--- src/assert_macros.svh ---
// assertion helpers
`ifndef ASSERT_MACROS_SVH
`define ASSERT_MACROS_SVH

`define ASSERT_IMPL(label, clk, rst_n, ante, cons) \
	label: assert property (@(posedge clk) disable iff (!rst_n) (ante) |-> (cons)) \
		else $error("assertion failed");

`define ASSERT_NEXT(label, clk, rst_n, ante, cons) \
	label: assert property (@(posedge clk) disable iff (!rst_n) (ante) |=> (cons)) \
		else $error("assertion failed");

`endif

--- src/vc3d_pkg.sv ---
package vc3d_pkg;
	localparam logic REQ_LOAD  = 1'b0;
	localparam logic REQ_VOXEL = 1'b1;

	localparam logic [1:0] CFG_HALF  = 2'd0;
	localparam logic [1:0] CFG_DIM_X = 2'd1;
	localparam logic [1:0] CFG_DIM_Y = 2'd2;
	localparam logic [1:0] CFG_DIM_Z = 2'd3;

	typedef struct packed {
		logic store;
		logic start;
		logic step;
		logic finish;
	} vc3d_cmd_t;

	typedef struct packed {
		logic emit;
		logic last_tap;
		logic acc_done;
		logic out_busy;
	} vc3d_stat_t;
endpackage

--- src/vc3d_ctrl.sv ---
module vc3d_ctrl import vc3d_pkg::*; (
	input  logic       clk,
	input  logic       arst_n,
	input  logic       in_valid,
	input  logic       in_type,
	output logic       in_ready,
	input  vc3d_stat_t stat,
	output vc3d_cmd_t  cmd
);
	typedef enum logic [1:0] {IDLE, RUN, DRAIN, FIN} state_t;
	state_t state_q;

	assign in_ready = (state_q == IDLE);

	always_comb begin
		cmd = '0;
		cmd.store = in_valid && in_ready && (in_type == REQ_VOXEL);
		cmd.start = cmd.store && stat.emit;
		cmd.step = (state_q == RUN);
		cmd.finish = (state_q == FIN) && !stat.out_busy;
	end

	always_ff @(posedge clk or negedge arst_n) begin
		if (!arst_n) begin
			state_q <= IDLE;
		end else begin
			unique case (state_q)
				IDLE:  if (cmd.start) state_q <= RUN;
				RUN:   if (stat.last_tap) state_q <= DRAIN;
				DRAIN: if (stat.acc_done) state_q <= FIN;
				FIN:   if (!stat.out_busy) state_q <= IDLE;
				default: state_q <= IDLE;
			endcase
		end
	end
endmodule

--- config.mk ---
export PLATFORM = sky130hd
export DESIGN_NAME = vc3d_ctrl
export DESIGN_NICKNAME = d
export VERILOG_FILES = /design/src/assert_macros.svh /design/src/vc3d_pkg.sv /design/src/vc3d_ctrl.sv
export SDC_FILE = /design/constraint.sdc
export NUM_CORES = 1
export LEC_CHECK = 0
export CAP_MARGIN = 20
export CORE_AREA = 2 2 39 41
export CTS_BUF_LIST = sky130_fd_sc_hd__clkbuf_8
export CTS_CLUSTER_DIAMETER = 150
export DETAILED_ROUTE_END_ITERATION = 8
export DIE_AREA = 0 0 41 43
export DONT_BUFFER_PORTS = 1
export PLACE_DENSITY = 0.3
export SLEW_MARGIN = 5
export SYNTH_ARGS = -nofsm -noshare
export SYNTH_HDL_FRONTEND = slang
export SYNTH_SLANG_ARGS = --single-unit
export TNS_END_PERCENT = 20
--- constraint.sdc ---
create_clock -name clk -period 1.8 [get_ports clk]
set_clock_uncertainty 0.05 [all_clocks]
set_input_delay 0.36 -clock clk [delete_from_list [all_inputs] [get_ports clk]]
set_output_delay 0.36 -clock clk [all_outputs]
set_load 0.01 [all_outputs]
---- Word level (Yosys, flattened, before mapping) ----
Cells that the tools add are included.
word-level totals
  register bits after elaboration ......... 2
  output and inout port bits .............. 5
operators by class
  eq/ne operators ......................... 7
  muxes and demuxes ....................... 5
  reductions and logical operators ........ 7
operators with widths
  operator                                                         count
  2-bit two-way mux                                                4
  2-bit one-hot mux with 4 select lines                            1
  2-bit != test, second input constant                             3
  2-bit == test, second input constant                             2
  1-bit logical AND                                                4
  4-bit AND reduction                                              1
  2-bit by 1-bit == test with 1-bit output, second input constant  1
  2-bit logical NOT                                                1
  2-bit by 1-bit != test with 1-bit output, second input constant  1
  1-bit logical NOT                                                1

---- Longest topological paths before layout ----
  depth in word-level cells ............... 6
  mapped depth ............................ 5
  mapped depth without buffers ............ 5

---- Least setup slack after synthesis ----
No wires, ideal clock.
  path type ............................... reg2reg
  start point ............................. reg state_q[1]
  end point ............................... reg state_q[1]
  data arrival time ....................... 1.460 ns
  data required time ...................... 1.625 ns
  path slack .............................. 0.165 ns
  stages on the path, launching flop included .. 6
  period minus slack after synthesis ...... 1.635 ns
  cells stage by stage .................... dfrtp_1 -> inv_1 -> ha_1 -> nor2b_1 -> a2111oi_4 -> mux2_4
RTL lines
  what                    RTL line         text
  from (decl)             vc3d_ctrl.sv:11  state_t state_q;
  from (signal assigned)  vc3d_ctrl.sv:25  state_q <= IDLE;
  from (signal assigned)  vc3d_ctrl.sv:28  IDLE: if (cmd.start) state_q <= RUN;
  from (signal assigned)  vc3d_ctrl.sv:29  RUN: if (stat.last_tap) state_q <= DRAIN;

==> qor.csv <==
metric,value,unit
post-route-drc-count,0,
core-area,0.00138,mm²
nNetsFinal,40,
syn_nets,33,
grt_pass1_vias,169,
io_pins,13,
synth-seq-cells,2,
grt_max_degree,5,
ir_worst_vdd,296,µV
dr.pass1.iters,2,
post_cts_buffers,0,
fin_util,0.231,
syn_inst,20,
n_antenna_cell,0,
path_class,reg -> out,
rsz0062_at_grt,no,
avgViaCountPerCell,3.90,
tightest_slew,338,ps
p_leak,0.000145,µW
hold_ws,338,ps
fill_cells,154,
synth-adder-area-share,0.275,
synth.avg_cell_area,11.4,µm²
path_clk_slew,30,ps
root_buffer,clkbuf_8,
tns,0,ps
grtUsageTotal,0.0633,
startpoint_type,register,
yosysSeqAreaShare,0.220,
synth-xor-area-share,0,
dieHeight,43,µm
hpwl,378,µm
antenna_left,0,
cts_tree,yes,
regMostFlops,state_q,
synth_compound_area_frac,0.121,
top_regs,state_q (2),
crit_fanout,4,
power_per_cell_area,1900,mW/mm²
synth_area,228,µm²
routabilityCongestion,0.588,
vias,160,
rows,14,
die-area,0.00176,mm²
area_delta_synth_final,40.1,%
muxShareOfSynthArea,0.110,
min_period,1720,ps
grt_pass1_wl,634,µm
fmax,581,MHz
final_common_cell,ha_1,
status,completed,
mostFrequentLayoutCells,"4 x ha_1, 3 x nor2b_1, 3 x clkbuf_8",
initialDrtViolationCount,2,
clkSinkCount,2,
end_kind,primary output,
wl_per_cell,10.8,µm
ys_types,12,
required,1390,ps
fp.dieW,41,µm
crit_arrival,1310,ps
io_buffers,0,
final_cell_area,319,µm²
maxCapViolations,0,
holdCritPathClass,in -> async,
total_power,605,µW
largest_register_ffs,2,
initial_core_util,0.165,
cts_buffers,3,
synth_top_family_by_area,adder cells,
drive_gt1_frac,0.480,
r2r_setup_slack,120,ps
clk_path_buf_depth,2,
htree_levels,1,
grt_overflow,0,
post-route-period-util,0.956,
maxSlewHeadroom,0.775,
routed_wl,441,µm
setup_viol,0,
slew_violations,0,
ys_warn_count,0,
yosys.area_share.simple,0.242,
dpl_cell_area,255,µm²
final_hold_viol_count,0,
clk_latency,210,ps
antenna_found_initial,0,
[power by group]
| group | internal, µW | switching, µW |
|---|---|---|
| clock network | 141 | 31.8 |
| logic | 179 | 154 |
| registers | 71.6 | 28.0 |
[cell type report]
type | instances | area, µm² | area share
Sequential cell | 2 | 50.0 | 0.157
Multi-Input combinational cell | 16 | 183 | 0.573
Tap cell | 16 | 20.0 | 0.0627
Clock buffer | 3 | 41.3 | 0.129
Timing Repair Buffer | 2 | 17.5 | 0.0549
Inverter | 2 | 7.51 | 0.0235
[cell families (layout without fill, tap and decap cells)]
family	count (synthesis)	in the layout
adders and majority gates	5	5
DFF	2	2
muxes	2	2
AOI/OAI and AO/OA	1	1
buffers and inverters	2	7
and+or+nand+nor	8	8
[metal layers]
| metal | up-vias | part of all wire | GRT usage |
|---|---|---|---|
| met5 | - | 0 | 0 |
| met4 | 0 | 0 | 0.0800 |
| met3 | 0 | 0.088 | 0.0471 |
| met2 | 8 | 0.60 | 0.0906 |
| met1 | 76 | 0.31 | 0.0418 |
| li1 | 76 | - | - |
[stage by stage]
step	setup WS (ps)	std cells
finish	78.9	41
floorplan	165	20
global route	26.0	41
CTS	5.16	41
global placement	122	37
detailed placement	102	37
[critical path, cell delays in order (launching register included)]
cell     delay, ps
dfrtp_1        400
inv_2          120
ha_4           180
and3_2         220
and2_1         180
[cells in the mapped netlist]
cell	number	share of area
ha_1	5	0.27
nor2b_1	3	0.082
dfrtp_1	2	0.22
inv_1	2	0.033
a2111oi_4	1	0.12
and2_1	1	0.027
and2_4	1	0.038
and3_2	1	0.033
mux2_4	1	0.066
mux2i_1	1	0.044
nand3_2	1	0.044
nor2_1	1	0.016
[timing repair]
action,4_1_cts,5_1_grt
hold buffers,1,0
gates resized for setup,2,2
pin swaps,0,0
endpoints found under the setup margin,1,1
endpoints found under the hold margin,2,0
[worst paths after layout]
path,to,startpoint,cells after the start
hold reg to reg,state_q[1],state_q[1],1
hold / removal,state_q[0],arst_n,1
max in group asynchronous,state_q[1],arst_n,1
setup reg to reg,state_q[1],state_q[0],4
min in group clk,state_q[0],in_valid,3
setup / recovery,cmd[2],state_q[0],4
No activity file was read; power rests on OpenSTA's default activity.
